===== src/rtl/parity_crc_hamming_framer_unit_defines.svh =====
// Assertion macros shared by the framer RTL.
`ifndef PARITY_CRC_HAMMING_FRAMER_UNIT_DEFINES_SVH
`define PARITY_CRC_HAMMING_FRAMER_UNIT_DEFINES_SVH

`ifndef ASSERT_OFF
// Same-cycle implication, checked at every rising clock edge outside reset.
`define PCF_ASSERT_IMPLIES(lbl, clk, rst, ante, cons) \
   lbl: assert property (@(posedge clk) disable iff (rst) (ante) |-> (cons)) \
      else $error("framer check failed");
// Next-cycle implication, checked at every rising clock edge outside reset.
`define PCF_ASSERT_NEXT(lbl, clk, rst, ante, cons) \
   lbl: assert property (@(posedge clk) disable iff (rst) (ante) |=> (cons)) \
      else $error("framer check failed");
`else
`define PCF_ASSERT_IMPLIES(lbl, clk, rst, ante, cons)
`define PCF_ASSERT_NEXT(lbl, clk, rst, ante, cons)
`endif

`endif


===== src/rtl/pcf_pkg.sv =====
// Types, constants and coding functions of the framer.
`timescale 1ns / 1ps

package pcf_pkg;

   localparam int MAX_PAYLOAD = 64;

   localparam logic [6:0]  SYN_CHAR    = 7'd22;
   localparam logic [15:0] CRC_POLY    = 16'h8005;
   localparam logic [7:0]  PARITY_MARK = 8'h80;

   // Coding modes.
   localparam logic [1:0] MODE_NONE  = 2'd0;
   localparam logic [1:0] MODE_CRC   = 2'd1;
   localparam logic [1:0] MODE_CHECK = 2'd2;

   // Symbol kinds.
   localparam logic [1:0] KIND_HEADER  = 2'd0;
   localparam logic [1:0] KIND_PAYLOAD = 2'd1;
   localparam logic [1:0] KIND_CRC     = 2'd2;
   localparam logic [1:0] KIND_CHECK   = 2'd3;

   // Register index of the coding mode register (address bit 2).
   localparam logic CSR_CODING_MODE = 1'b0;

   typedef struct packed {
      logic [6:0] data_byte;
      logic       first_of_frame;
      logic       last_of_frame;
      logic [6:0] payload_count;
   } req_type;

   typedef struct packed {
      logic [7:0] symbol;
      logic [1:0] symbol_kind;
      logic       frame_end;
      logic       run_last;
   } rsp_type;

   // One classified request, handed from the front end to the back end.
   typedef struct packed {
      logic [7:0]  sym;
      logic [3:0]  chk;
      logic [15:0] crc;
      logic [7:0]  mode_code;
      logic [7:0]  len_code;
      logic [1:0]  mode;
      logic        first;
      logic        last;
   } job_type;

   // Seven data bits with bit 7 chosen so that the byte has odd parity.
   function automatic logic [7:0] odd_code(input logic [6:0] d);
      odd_code = {~^d, d};
   endfunction

   // One byte through the CRC-16, MSB first.
   function automatic logic [15:0] crc_feed(input logic [15:0] crc, input logic [7:0] b);
      logic [15:0] r;
      r = crc ^ {b, 8'h00};
      for (int i = 0; i < 8; i++) begin
         if (r[15]) begin
            r = {r[14:0], 1'b0} ^ CRC_POLY;
         end else begin
            r = {r[14:0], 1'b0};
         end
      end
      crc_feed = r;
   endfunction

   // Inverted check bits, c0 in bit 0.
   function automatic logic [3:0] check_bits(input logic [7:0] v);
      check_bits[0] = ~(v[7] ^ v[6] ^ v[4] ^ v[3] ^ v[1]);
      check_bits[1] = ~(v[7] ^ v[5] ^ v[4] ^ v[2] ^ v[1]);
      check_bits[2] = ~(v[6] ^ v[5] ^ v[4] ^ v[0]);
      check_bits[3] = ~(v[3] ^ v[2] ^ v[1] ^ v[0]);
   endfunction

endpackage


===== src/rtl/pcf_front.sv =====
// Front end: codes each request, runs the CRC and builds a job for the back end.
`timescale 1ns / 1ps

module pcf_front (
   input  logic              clock,
   input  logic              reset,
   input  logic              accept,
   input  pcf_pkg::req_type  req,
   input  logic [1:0]        mode,
   output pcf_pkg::job_type  job
);

   logic [15:0] crc_ff;
   logic [15:0] crc_in;
   logic [7:0]  sym;
   logic [6:0]  len;

   always_comb begin
      sym = pcf_pkg::odd_code(req.data_byte);
      // The CRC restarts from zero on the first byte of a frame.
      crc_in = pcf_pkg::crc_feed(req.first_of_frame ? 16'h0000 : crc_ff, sym);

      len = (req.payload_count > 7'(pcf_pkg::MAX_PAYLOAD)) ?
            7'(pcf_pkg::MAX_PAYLOAD) : req.payload_count;
      if (mode == pcf_pkg::MODE_CRC) begin
         len = len + 7'd2;
      end

      job.sym       = sym;
      job.chk       = pcf_pkg::check_bits(sym);
      job.crc       = crc_in;
      job.mode_code = pcf_pkg::odd_code({5'd0, mode});
      job.len_code  = pcf_pkg::odd_code(len);
      job.mode      = mode;
      job.first     = req.first_of_frame;
      job.last      = req.last_of_frame;
   end

   always_ff @(posedge clock) begin
      if (reset) begin
         crc_ff <= 16'h0000;
      end else if (accept) begin
         crc_ff <= crc_in;
      end
   end

endmodule


===== src/rtl/pcf_queue.sv =====
// Short job queue between the front end and the back end.
`timescale 1ns / 1ps

module pcf_queue #(
   parameter int DEPTH = 2
) (
   input  logic              clock,
   input  logic              reset,
   input  logic              push,
   input  pcf_pkg::job_type  push_job,
   input  logic              pop,
   output pcf_pkg::job_type  head_job,
   output logic              full,
   output logic              empty
);

   localparam int PtrW = (DEPTH > 1) ? $clog2(DEPTH) : 1;
   localparam int CntW = $clog2(DEPTH + 1);

   pcf_pkg::job_type mem_ff [DEPTH];
   logic [PtrW-1:0]  wr_ptr_ff;
   logic [PtrW-1:0]  rd_ptr_ff;
   logic [CntW-1:0]  count_ff;

   assign full     = (count_ff == CntW'(DEPTH));
   assign empty    = (count_ff == '0);
   assign head_job = mem_ff[rd_ptr_ff];

   always_ff @(posedge clock) begin
      if (push) begin
         mem_ff[wr_ptr_ff] <= push_job;
      end
   end

   always_ff @(posedge clock) begin
      if (reset) begin
         wr_ptr_ff <= '0;
         rd_ptr_ff <= '0;
         count_ff  <= '0;
      end else begin
         if (push) begin
            wr_ptr_ff <= (wr_ptr_ff == PtrW'(DEPTH - 1)) ? '0 : wr_ptr_ff + 1'b1;
         end
         if (pop) begin
            rd_ptr_ff <= (rd_ptr_ff == PtrW'(DEPTH - 1)) ? '0 : rd_ptr_ff + 1'b1;
         end
         if (push && !pop) begin
            count_ff <= count_ff + 1'b1;
         end else if (pop && !push) begin
            count_ff <= count_ff - 1'b1;
         end
      end
   end

endmodule


===== src/rtl/pcf_back.sv =====
// Back end: walks each job's symbols into the result register, one per cycle when not stalled by rsp_pop.
`timescale 1ns / 1ps

module pcf_back (
   input  logic              clock,
   input  logic              reset,
   input  pcf_pkg::job_type  head_job,
   input  logic              q_empty,
   output logic              q_pop,
   input  logic              rsp_pop,
   output logic              rsp_empty,
   output pcf_pkg::rsp_type  rsp_data
);

   typedef enum logic [3:0] {
      ST_SYN0, ST_SYN1, ST_MODE, ST_LEN, ST_DATA,
      ST_TAIL0, ST_TAIL1, ST_TAIL2, ST_TAIL3
   } step_type;

   logic              busy_ff;
   step_type          step_ff;
   pcf_pkg::job_type  job_ff;
   logic              out_valid_ff;
   pcf_pkg::rsp_type  out_ff;

   logic              advance;
   logic              final_sym;
   step_type          step_in;
   pcf_pkg::rsp_type  sym_in;

   always_comb begin
      sym_in    = '0;
      final_sym = 1'b0;
      step_in   = step_ff;
      unique case (step_ff)
         ST_SYN0: begin
            sym_in.symbol      = pcf_pkg::odd_code(pcf_pkg::SYN_CHAR);
            sym_in.symbol_kind = pcf_pkg::KIND_HEADER;
            step_in            = ST_SYN1;
         end
         ST_SYN1: begin
            sym_in.symbol      = pcf_pkg::odd_code(pcf_pkg::SYN_CHAR);
            sym_in.symbol_kind = pcf_pkg::KIND_HEADER;
            step_in            = ST_MODE;
         end
         ST_MODE: begin
            sym_in.symbol      = job_ff.mode_code;
            sym_in.symbol_kind = pcf_pkg::KIND_HEADER;
            step_in            = ST_LEN;
         end
         ST_LEN: begin
            sym_in.symbol      = job_ff.len_code;
            sym_in.symbol_kind = pcf_pkg::KIND_HEADER;
            step_in            = ST_DATA;
         end
         ST_DATA: begin
            sym_in.symbol      = job_ff.sym;
            sym_in.symbol_kind = pcf_pkg::KIND_PAYLOAD;
            final_sym = (job_ff.mode != pcf_pkg::MODE_CHECK) &&
                        !(job_ff.mode == pcf_pkg::MODE_CRC && job_ff.last);
            sym_in.frame_end = job_ff.last && (job_ff.mode != pcf_pkg::MODE_CRC) &&
                               (job_ff.mode != pcf_pkg::MODE_CHECK);
            step_in = ST_TAIL0;
         end
         ST_TAIL0: begin
            if (job_ff.mode == pcf_pkg::MODE_CHECK) begin
               sym_in.symbol      = {7'd0, job_ff.chk[0]};
               sym_in.symbol_kind = pcf_pkg::KIND_CHECK;
            end else begin
               sym_in.symbol      = job_ff.crc[15:8];
               sym_in.symbol_kind = pcf_pkg::KIND_CRC;
            end
            step_in = ST_TAIL1;
         end
         ST_TAIL1: begin
            if (job_ff.mode == pcf_pkg::MODE_CHECK) begin
               sym_in.symbol      = {7'd0, job_ff.chk[1]};
               sym_in.symbol_kind = pcf_pkg::KIND_CHECK;
            end else begin
               // Low CRC byte closes a CRC-coded frame.
               sym_in.symbol      = job_ff.crc[7:0];
               sym_in.symbol_kind = pcf_pkg::KIND_CRC;
               sym_in.frame_end   = 1'b1;
               final_sym          = 1'b1;
            end
            step_in = ST_TAIL2;
         end
         ST_TAIL2: begin
            sym_in.symbol      = {7'd0, job_ff.chk[2]};
            sym_in.symbol_kind = pcf_pkg::KIND_CHECK;
            step_in            = ST_TAIL3;
         end
         ST_TAIL3: begin
            sym_in.symbol      = {7'd0, job_ff.chk[3]};
            sym_in.symbol_kind = pcf_pkg::KIND_CHECK;
            sym_in.frame_end   = job_ff.last;
            final_sym          = 1'b1;
         end
         default: begin
            final_sym = 1'b1;
         end
      endcase
      sym_in.run_last = final_sym;
   end

   assign advance   = busy_ff && (!out_valid_ff || rsp_pop);
   assign q_pop     = !q_empty && (!busy_ff || (advance && final_sym));
   assign rsp_empty = !out_valid_ff;
   assign rsp_data  = out_ff;

   always_ff @(posedge clock) begin
      if (reset) begin
         busy_ff      <= 1'b0;
         step_ff      <= ST_SYN0;
         out_valid_ff <= 1'b0;
      end else begin
         if (advance) begin
            out_valid_ff <= 1'b1;
            out_ff       <= sym_in;
         end else if (rsp_pop) begin
            out_valid_ff <= 1'b0;
         end

         if (q_pop) begin
            busy_ff <= 1'b1;
            job_ff  <= head_job;
            step_ff <= head_job.first ? ST_SYN0 : ST_DATA;
         end else if (advance) begin
            if (final_sym) begin
               busy_ff <= 1'b0;
            end
            step_ff <= step_in;
         end
      end
   end

endmodule


===== src/rtl/parity_crc_hamming_framer_unit.sv =====
// Top level of the framer: configuration register, front end, job queue, back end.
`timescale 1ns / 1ps
`include "parity_crc_hamming_framer_unit_defines.svh"

// The framer turns seven-bit payload characters into frame symbols. Each
// request carries one character. The first request of a frame also causes a
// four-symbol header (SYN, SYN, coding mode, frame length). Every header and
// payload symbol has bit 7 chosen so that the byte has odd parity. With coding
// mode 1 the two CRC-16 bytes follow the last payload symbol. With mode 2
// each payload symbol is followed by four check-bit symbols of value 0 or 1.
// A request therefore causes between one and nine results, and the back end
// emits one symbol per clock cycle while the result register is free or
// being popped. The front end takes a new request every cycle while the job
// queue has room, so requests pile up behind a long header or check-bit run
// only up to the queue depth. A request accepted by an idle framer goes into
// the job queue, then moves from the queue into the back end, and then its
// first symbol is put into the output register. After that, the back end
// goes straight from one job's last symbol to the next job's first, so jobs
// follow each other without a gap. The coding mode register sits at address 0
// and must only be written while the framer is idle. The CRC restarts on each
// frame's first character.

module parity_crc_hamming_framer_unit #(
   parameter int QUEUE_DEPTH = 2
) (
   input  logic              clock,
   input  logic              reset,

   input  logic              req_push,
   output logic              req_full,
   input  pcf_pkg::req_type  req_data,

   output logic              rsp_empty,
   input  logic              rsp_pop,
   output pcf_pkg::rsp_type  rsp_data,

   input  logic              csr_psel,
   input  logic              csr_penable,
   input  logic              csr_pwrite,
   input  logic [2:0]        csr_paddr,
   input  logic [31:0]       csr_pwdata,
   output logic [31:0]       csr_prdata,
   output logic              csr_pready
);

   logic [1:0]        coding_mode_ff;
   logic              csr_write;
   logic              req_accept;
   pcf_pkg::job_type  front_job;
   pcf_pkg::job_type  head_job;
   logic              q_empty;
   logic              q_pop;
   logic              rsp_valid;
   logic              end_shown;
   logic              check_shown;
   logic              coded_shown;
   logic              run_moves;

   // The single configuration register, decoded on address bit 2; writes with bit 2 set are dropped.
   assign csr_pready = 1'b1;
   assign csr_write  = csr_psel && csr_penable && csr_pwrite && csr_pready &&
                       (csr_paddr[2] == pcf_pkg::CSR_CODING_MODE);
   assign csr_prdata = (csr_paddr[2] == pcf_pkg::CSR_CODING_MODE) ?
                       {30'd0, coding_mode_ff} : 32'd0;

   always_ff @(posedge clock) begin
      if (reset) begin
         coding_mode_ff <= pcf_pkg::MODE_NONE;
      end else if (csr_write) begin
         coding_mode_ff <= csr_pwdata[1:0];
      end
   end

   // A request is taken whenever the job queue has room.
   assign req_accept = req_push && !req_full;

   pcf_front u_front (
      .clock  (clock),
      .reset  (reset),
      .accept (req_accept),
      .req    (req_data),
      .mode   (coding_mode_ff),
      .job    (front_job)
   );

   pcf_queue #(
      .DEPTH (QUEUE_DEPTH)
   ) u_queue (
      .clock    (clock),
      .reset    (reset),
      .push     (req_accept),
      .push_job (front_job),
      .pop      (q_pop),
      .head_job (head_job),
      .full     (req_full),
      .empty    (q_empty)
   );

   pcf_back u_back (
      .clock     (clock),
      .reset     (reset),
      .head_job  (head_job),
      .q_empty   (q_empty),
      .q_pop     (q_pop),
      .rsp_pop   (rsp_pop),
      .rsp_empty (rsp_empty),
      .rsp_data  (rsp_data)
   );

   // Conditions on the symbol currently shown on the result ports.
   assign rsp_valid   = !rsp_empty;
   assign end_shown   = rsp_valid && rsp_data.frame_end;
   assign check_shown = rsp_valid && (rsp_data.symbol_kind == pcf_pkg::KIND_CHECK);
   assign coded_shown = rsp_valid && ((rsp_data.symbol_kind == pcf_pkg::KIND_HEADER) ||
                                      (rsp_data.symbol_kind == pcf_pkg::KIND_PAYLOAD));
   assign run_moves   = rsp_pop && rsp_valid && !rsp_data.run_last;

   // A frame always ends on the last symbol of the request that closes it.
   `PCF_ASSERT_IMPLIES(a_end_is_run_last, clock, reset, end_shown, rsp_data.run_last)
   // Check-bit symbols carry a single bit.
   `PCF_ASSERT_IMPLIES(a_check_bit_narrow, clock, reset, check_shown, rsp_data.symbol[7:1] == 7'd0)
   // Header and payload symbols have odd parity.
   `PCF_ASSERT_IMPLIES(a_odd_parity, clock, reset, coded_shown, ^rsp_data.symbol)
   // The symbols of one request come without a gap.
   `PCF_ASSERT_NEXT(a_run_continues, clock, reset, run_moves, rsp_valid)

endmodule


===== config.mk =====
export PLATFORM = sky130hd
export DESIGN_NAME = parity_crc_hamming_framer_unit
export DESIGN_NICKNAME = d
export VERILOG_FILES = /design/src/rtl/pcf_pkg.sv /design/src/rtl/pcf_front.sv /design/src/rtl/pcf_queue.sv /design/src/rtl/pcf_back.sv /design/src/rtl/parity_crc_hamming_framer_unit.sv
export VERILOG_INCLUDE_DIRS = /design/src /design/src/rtl
export SDC_FILE = /design/constraint.sdc
export NUM_CORES = 1
export LEC_CHECK = 0
export BUFFER_PORTS_ARGS = -buffer_cell sky130_fd_sc_hd__buf_2
export CORE_MARGIN = 3
export CORE_UTILIZATION = 40
export CTS_CLUSTER_DIAMETER = 30
export DETAILED_ROUTE_END_ITERATION = 10
export HOLD_SLACK_MARGIN = 0.06
export SYNTH_ARGS = -nofsm -noshare
export SYNTH_HDL_FRONTEND = slang
export SYNTH_SLANG_ARGS = --single-unit

===== constraint.sdc =====
create_clock -name clock -period 9.4 [get_ports clock]
set_clock_uncertainty 0.1 [all_clocks]
set_input_delay 0.94 -clock clock [delete_from_list [all_inputs] [get_ports clock]]
set_output_delay 0.94 -clock clock [all_outputs]
set_load 0.1 [all_outputs]

==> results of run 1 <==
power groups by stage:
stage	clock network (mW)	logic (mW)	registers [mW]
after floorplan	0	0.478	1.11
after global placement	0	0.616	1.10
after detailed placement	0	0.632	1.10
after CTS	0.690	0.637	1.09
after global routing	0.717	0.687	1.10
final	0.676	0.631	1.09
Yosys cell counts, types with 10 or more instances:
master and number:
sky130_fd_sc_hd__inv_1 10, sky130_fd_sc_hd__xnor2_1 37, sky130_fd_sc_hd__nor2b_1 17, sky130_fd_sc_hd__a21oi_1 28, sky130_fd_sc_hd__xor2_1 11, sky130_fd_sc_hd__nand2_1 42, sky130_fd_sc_hd__nor2_1 45, sky130_fd_sc_hd__edfxtp_1 134
sky130_fd_sc_hd__o21ai_0 12, sky130_fd_sc_hd__dfxtp_1 29, sky130_fd_sc_hd__clkbuf_1 10, sky130_fd_sc_hd__buf_4 31, sky130_fd_sc_hd__mux2_2 41
flip-flops by register name, indices dropped and copies added (netlist names), named ones only:
signal               count
u_queue.wr_ptr_ff        1
u_back.job_ff           40
u_queue.mem_ff          82
u_front.crc_ff          16
u_back.step_ff           4
u_queue.rd_ptr_ff        1
u_queue.count_ff         2
coding_mode_ff           2
u_back.rsp_data         12
u_back.busy_ff           1
u_back.out_valid_ff      1
layer usage:
layer	wire length [um]	share of wire, %	GRT usage, %
met2	6167	46	21.90
met4	318	2.4	6.731
met1	6322	47	19.33
met5	0	0	0
met3	684	5.1	3.346
tightest hold or removal path, stage by stage (launching register included):
cell	delay, ps
sky130_fd_sc_hd__dfxtp_1	300
sky130_fd_sc_hd__nand2_1	50
sky130_fd_sc_hd__a21oi_1	50
cell families after synthesis:
logic type,share of synthesized area (%)
and+or+nand+nor,8.198
DFF,64.19
other,0.1047
buffers and inverters,4.710
xor gates and xnor gates,8.983
AOI/OAI and AO/OA,5.808
adders and majority gates,0.5233
muxes,7.483
cell type report:
cell class	count	area [um^2]	area share, %
timing repair buffer	42	212.7	2.633
clock inverter	9	103.9	1.285
multi-input combinational	335	2356	29.16
sequential	163	4606	57.01
tap	225	281.5	3.485
clock buffer	23	478.0	5.916
inverter	11	41.29	0.5111
how the worst max path moves through the flow:
| stage | slack (ps) | end | depth (start not counted) |
|---|---|---|---|
| floorplan | 5700 | u_queue.mem_ff[0][0]$_DFFE_PP_ | 4 |
| global placement | 5870 | u_queue.count_ff[1]$_SDFFE_PP0P_ | 6 |
| detailed placement | 5710 | u_queue.count_ff[1]$_SDFFE_PP0P_ | 7 |
| CTS | 5910 | u_back.job_ff[8]$_DFFE_PP_ | 5 |
| global route | 5670 | u_back.job_ff[8]$_DFFE_PP_ | 5 |
| finish | 5940 | u_back.job_ff[8]$_DFFE_PP_ | 5 |
==> results.md, run 1 <==
- Capture instance of the worst register-to-register path: u_back.job_ff[8]$_DFFE_PP_
- DIE HEIGHT: 139.9 um
- Buffers added on ports: 41
- Routed Wire Length: 13490 um
- Switching Power: 0.7766 mW
- Maximum number of pins on one net before global-route repair: 42
- Buffer count from post-CTS setup fixing: 0
- Buffers plus inverters on the worst setup path: 0
- Wire length of the first global-routing pass: 21560 um
- Clock Pin Slew Worst Setup and Hold Paths: 60 ps
- Number of fill cells: 1542
- Later-pin clock latency in the skew report: 420 ps
- Die footprint: 19580 um^2
- Unrepaired setup endpoints after global routing: no
- Static Leakage: 2.861 nW
- Internal portion of total power: 1.615 mW
- Number of buffers inserted during clock tree synthesis: 17
- Max-capacitance violation count: 0
- All-Layer GR Usage: 14.29%
- Data required time at the worst endpoint: 9340 ps
- Synthesized area per cell: 13.59 um^2
- Total overflow reported by the global router: 0
- Element type at the critical path end: flop
- Outcome: complete, no violations
- Final Hold Viols: 0
- Register bit count reported by yosys: 163
- Post-layout net count: 631
- Class of the most critical hold timing path: flop to flop
- Number of instances in the synthesized netlist: 528
- Ordered cell list for the critical path: nor2b_1, o2111ai_1, a21oi_1, o22ai_1, nor2_4
- TritonRoute pass-1 iters: 5
- Min Hold Slack: 349.6 ps
- Initial Util: 41.19%
- Count of boundary I/O pins: 105
- Number of pins exceeding their max-slew limit in the final report: 0
- Reg power frac: 45.4%
- Proportion of total power due to net switching: 32.47%
- Start point of the critical path: u_back.step_ff[2]$_SDFFE_PP0P_
- # setup viols final: 0
- Length in cells of the worst reg-to-reg path: 5
- Core Rows: 48
- Post-route cell area: 8079 um^2
- Number of design rule violations left after detail routing: 0
- Synth Warn #: 0
- Share of final-layout standard cells stronger than drive strength 1: 20.93%
- Cell type with the highest aggregate area in the netlist: sky130_fd_sc_hd__edfxtp_1
- Top flip-flop cell by instance count after synthesis: sky130_fd_sc_hd__edfxtp_1
- Netlist area before placement: 7173 um^2
- Hold Path End: u_front.crc_ff[4]$_SDFFE_PP0P_
- Count of different cell masters after synthesis: 46
- Portion of total power attributed to combinational logic: 26.4%
- Critical-path cell with the highest stage delay: sky130_fd_sc_hd__nor2_4
- Inserted Diodes: 0
- Area after detailed placement: 7497 um^2
- Most common cell after layout, fill and taps aside: sky130_fd_sc_hd__edfxtp_1
- Cell Count, Final, Fillers Out: 808
- Maximum net fanout on the critical path: 40
- Kind of critical path: flop to flop
- Worst slew slack as a fraction of its limit: 27.52%
- Routability cong.: 0.8163
- Number of buffers added to fix hold violations after cts: 0
- Wire length per cell: 16.70 um
- Per-cell via count in the routed design: 4.974
- Vias in the first global route: 4008
- TNS Setup: 0 ps
- Number of placed instances with taps included: 776
- Kind of start point of the critical path: flop
- Relative contribution of the clock network to total power: 28.2%
- Fin worst setup slack: 5940 ps
- DRT iter0 DRCs: 350
- Area share of the largest cell type after synthesis: 56.10%
- Largest stage delay on the critical path: 870 ps
- Origin of the critical flop-to-flop path: u_back.step_ff[2]$_SDFFE_PP0P_
- Origin of the worst min-delay path: u_front.crc_ff[4]$_SDFFE_PP0P_
- Core area: 17420 um^2
- Synth-to-layout area growth: 12.63%
- CTS tree: done
- Clk sink count: 163
- Maximum clock rate: 289.0 MHz
- Detailed placer's ending HPWL: 8995 um
- Initial antenna violation count: 0
- Synth area leaders: sky130_fd_sc_hd__edfxtp_1 56%, sky130_fd_sc_hd__dfxtp_1 8.1%, sky130_fd_sc_hd__mux2_2 6.4%
- Largest buffer count on any clock path: 2
- Final critical path time including I/O delays and setup: 3460 ps
- Pre-CTS setup slack: 5706 ps
- CTS H-tree depth: 4
- Post_cts resized: 0
- Synth async-reset ratio: 0%
- Die W: 139.9 um
- Largest delay share family, worst path: simple AND/OR/NAND/NOR gates
- Power density over the cells: 296.1 nW/um^2
- Register-to-Register Setup Slack: 5940 ps
- Share of the cycle needed by the critical path after routing: 36.81%
- Antenna Violating Nets Remaining: 0
- Most used cells in the layout excluding fill and tap cells: 134 x sky130_fd_sc_hd__edfxtp_1, 43 x sky130_fd_sc_hd__nor2_1, 42 x sky130_fd_sc_hd__nand2_1, 41 x sky130_fd_sc_hd__mux2_2, 41 x sky130_fd_sc_hd__buf_2
- EDFF count, synth: 134
- Final standard cell utilization of the core: 46.39%
- CP arrival: 3400 ps
- Via total after detailed routing: 4019
- Clock Root Buffer: sky130_fd_sc_hd__clkbuf_16
- Slew at the pin closest to its max-slew limit: 1087 ps
- Sequential element share of the synthesized area: 64.19%
- Cell depth of the worst hold path: 2
- Worst IR drop on VDD: 0.0001425 V
- Total power: 2.392 mW
Note: power is estimated with default switching activity, not from simulation.
==> run 2: changes to the inputs <==
Clock period 9.4 ns to 3.4 ns, I/O delays scaled along.
==> run 2 against run 1 <==
Against the previous run: power rose to 2.8 times the previous value; worst setup slack got worse by 5400 ps; register-to-register slack worse by 5400 ps; routed wire length is 1.4% higher; die area did not move; largest cell class unchanged; sequential share of layout area is 0.59 points lower; sequential cell count did not move; first-iteration DRC count is 4.0% higher; clock power grew to 2.7 times the previous value; clock-buffer cell count down 2.
==> results.md, run 2 (synthesis gave the netlist of run 1 again) <==
- Element type at the critical path end: flop
- TNS Setup: 0 ps
- Data required time at the worst endpoint: 3660 ps
- Number of pins exceeding their max-slew limit in the final report: 0
- Number of buffers added to fix hold violations after cts: 2
- Later-pin clock latency in the skew report: 420 ps
- Final critical path time including I/O delays and setup: 2858 ps
- Post_cts resized: 0
- Count of boundary I/O pins: 105
- Kind of start point of the critical path: flop
- Maximum number of pins on one net before global-route repair: 42
- Inserted Diodes: 0
- Buffer count from post-CTS setup fixing: 0
- Most common cell after layout, fill and taps aside: sky130_fd_sc_hd__edfxtp_1
- Class of the most critical hold timing path: primary input to flop
- Clk sink count: 163
- Register bank with the most flops: u_queue.mem_ff
- Number of design rule violations left after detail routing: 0
- Power density over the cells: 811.1 nW/um^2
- Initial Util: 41.19%
- Register-to-Register Setup Slack: 540 ps
- Final Hold Viols: 0
- Total power: 6.621 mW
- Buffers added on ports: 41
- Core Rows: 48
- DRT iter0 DRCs: 364
- Maximum net fanout on the critical path: 15
- Max-capacitance violation count: 0
- Largest buffer count on any clock path: 2
- # setup viols final: 0
- Static Leakage: 2.910 nW
- Die W: 139.9 um
- Slew at the pin closest to its max-slew limit: 1055 ps
- Initial antenna violation count: 0
- CTS H-tree depth: 4
- Synth-to-layout area growth: 13.80%
- Kind of critical path: flop to flop
- DIE HEIGHT: 139.9 um
- Antenna Violating Nets Remaining: 0
- Die footprint: 19580 um^2
- Routability cong.: 0.8466
- Number of buffers inserted during clock tree synthesis: 17
- Worst IR drop on VDD: 0.0004496 V
- Share of the cycle needed by the critical path after routing: 84.05%
- Post-layout net count: 639
- Maximum clock rate: 349.9 MHz
- Per-cell via count in the routed design: 5.053
- Wire length per cell: 16.76 um
- CTS tree: done
- Unrepaired setup endpoints after global routing: no
- Outcome: complete, no violations
- CP arrival: 3110 ps
- All-Layer GR Usage: 14.32%
- TritonRoute pass-1 iters: 5
- Vias in the first global route: 4001
- Detailed placer's ending HPWL: 9305 um
- Flip-flop count of the largest register after layout: 82
- Clock Root Buffer: sky130_fd_sc_hd__clkbuf_16
- Share of final-layout standard cells stronger than drive strength 1: 22.17%
- Worst slew slack as a fraction of its limit: 29.68%
- Most used cells in the layout excluding fill and tap cells: 134 x sky130_fd_sc_hd__edfxtp_1, 43 x sky130_fd_sc_hd__nor2_1, 42 x sky130_fd_sc_hd__nand2_1, 41 x sky130_fd_sc_hd__mux2_2, 41 x sky130_fd_sc_hd__buf_2
- Biggest registers after layout: u_queue.mem_ff: 82 flops, u_back.job_ff: 40 flops, u_front.crc_ff: 16 flops
- Core area: 17420 um^2
- Routed Wire Length: 13680 um
- Clock Pin Slew Worst Setup and Hold Paths: 60 ps
- Wire length of the first global-routing pass: 21420 um
- Via total after detailed routing: 4123
- Total overflow reported by the global router: 0
[run 2: worst paths after layout]
path / startpoint / cells after the start / endpoint
worst min-delay path: csr_pwdata[0] / 3 / coding_mode_ff[0]$_SDFFE_PP0P_
worst max-delay path: u_back.step_ff[0]$_SDFFE_PP0P_ / 7 / u_queue.count_ff[1]$_SDFFE_PP0P_
worst max register to register: u_back.step_ff[0]$_SDFFE_PP0P_ / 7 / u_queue.count_ff[1]$_SDFFE_PP0P_
worst min register to register: u_front.crc_ff[6]$_SDFFE_PP0P_ / 2 / u_front.crc_ff[6]$_SDFFE_PP0P_
[run 2: cell type report]
cell class | instances | area [um^2]
Timing Repair Buffer | 50 | 302.8
Clock buffer | 21 | 470.5
Multi-Input combinational cell | 335 | 2356
Sequential cell | 163 | 4606
Tap cell | 225 | 281.5
Fill cell | 1575 | 9254
Inverter | 11 | 41.29
Clock inverter | 11 | 105.1
[run 2: critical path, stage by stage (launching register included)]
cell	delay (ps)
sky130_fd_sc_hd__dfxtp_1	620
sky130_fd_sc_hd__inv_1	200
sky130_fd_sc_hd__a41oi_1	280
sky130_fd_sc_hd__a21oi_1	140
sky130_fd_sc_hd__o22ai_1	540
sky130_fd_sc_hd__ha_1	390
sky130_fd_sc_hd__or3_1	370
sky130_fd_sc_hd__a21oi_1	150
[run 2: per-stage QoR]
| stage | hold WS, ps | util [%] | instances | setup slack, ps | instance area [um^2] |
|---|---|---|---|---|---|
| 3_3_place_gp | 339.2 | 43.45 | 782 | 662.8 | 7567 |
| 6_report | 79.79 | 46.87 | 816 | 542.3 | 8163 |
| 4_1_cts | 68.49 | 46.87 | 816 | 570.9 | 8163 |
| 3_5_place_dp | 341.7 | 43.45 | 782 | 592.6 | 7567 |
| 2_1_floorplan | 331.8 | - | 557 | 98.32 | 7284 |
| 5_1_grt | 97.57 | 46.87 | 816 | 339.2 | 8163 |
[run 2: per-layer routing]
| layer | share of wire, % | global-route usage (%) |
|---|---|---|
| met5 | 0 | 0 |
| met4 | 3.1 | 7.190 |
| met3 | 5.9 | 3.278 |
| met2 | 45 | 21.09 |
| met1 | 46 | 20.00 |
[run 2: power by group]
| group | total (mW) | internal (mW) | switching (mW) |
|---|---|---|---|
| combinational | 1.82 | 0.620 | 1.20 |
| clock | 1.83 | 1.07 | 0.764 |
| sequential | 2.96 | 2.75 | 0.217 |
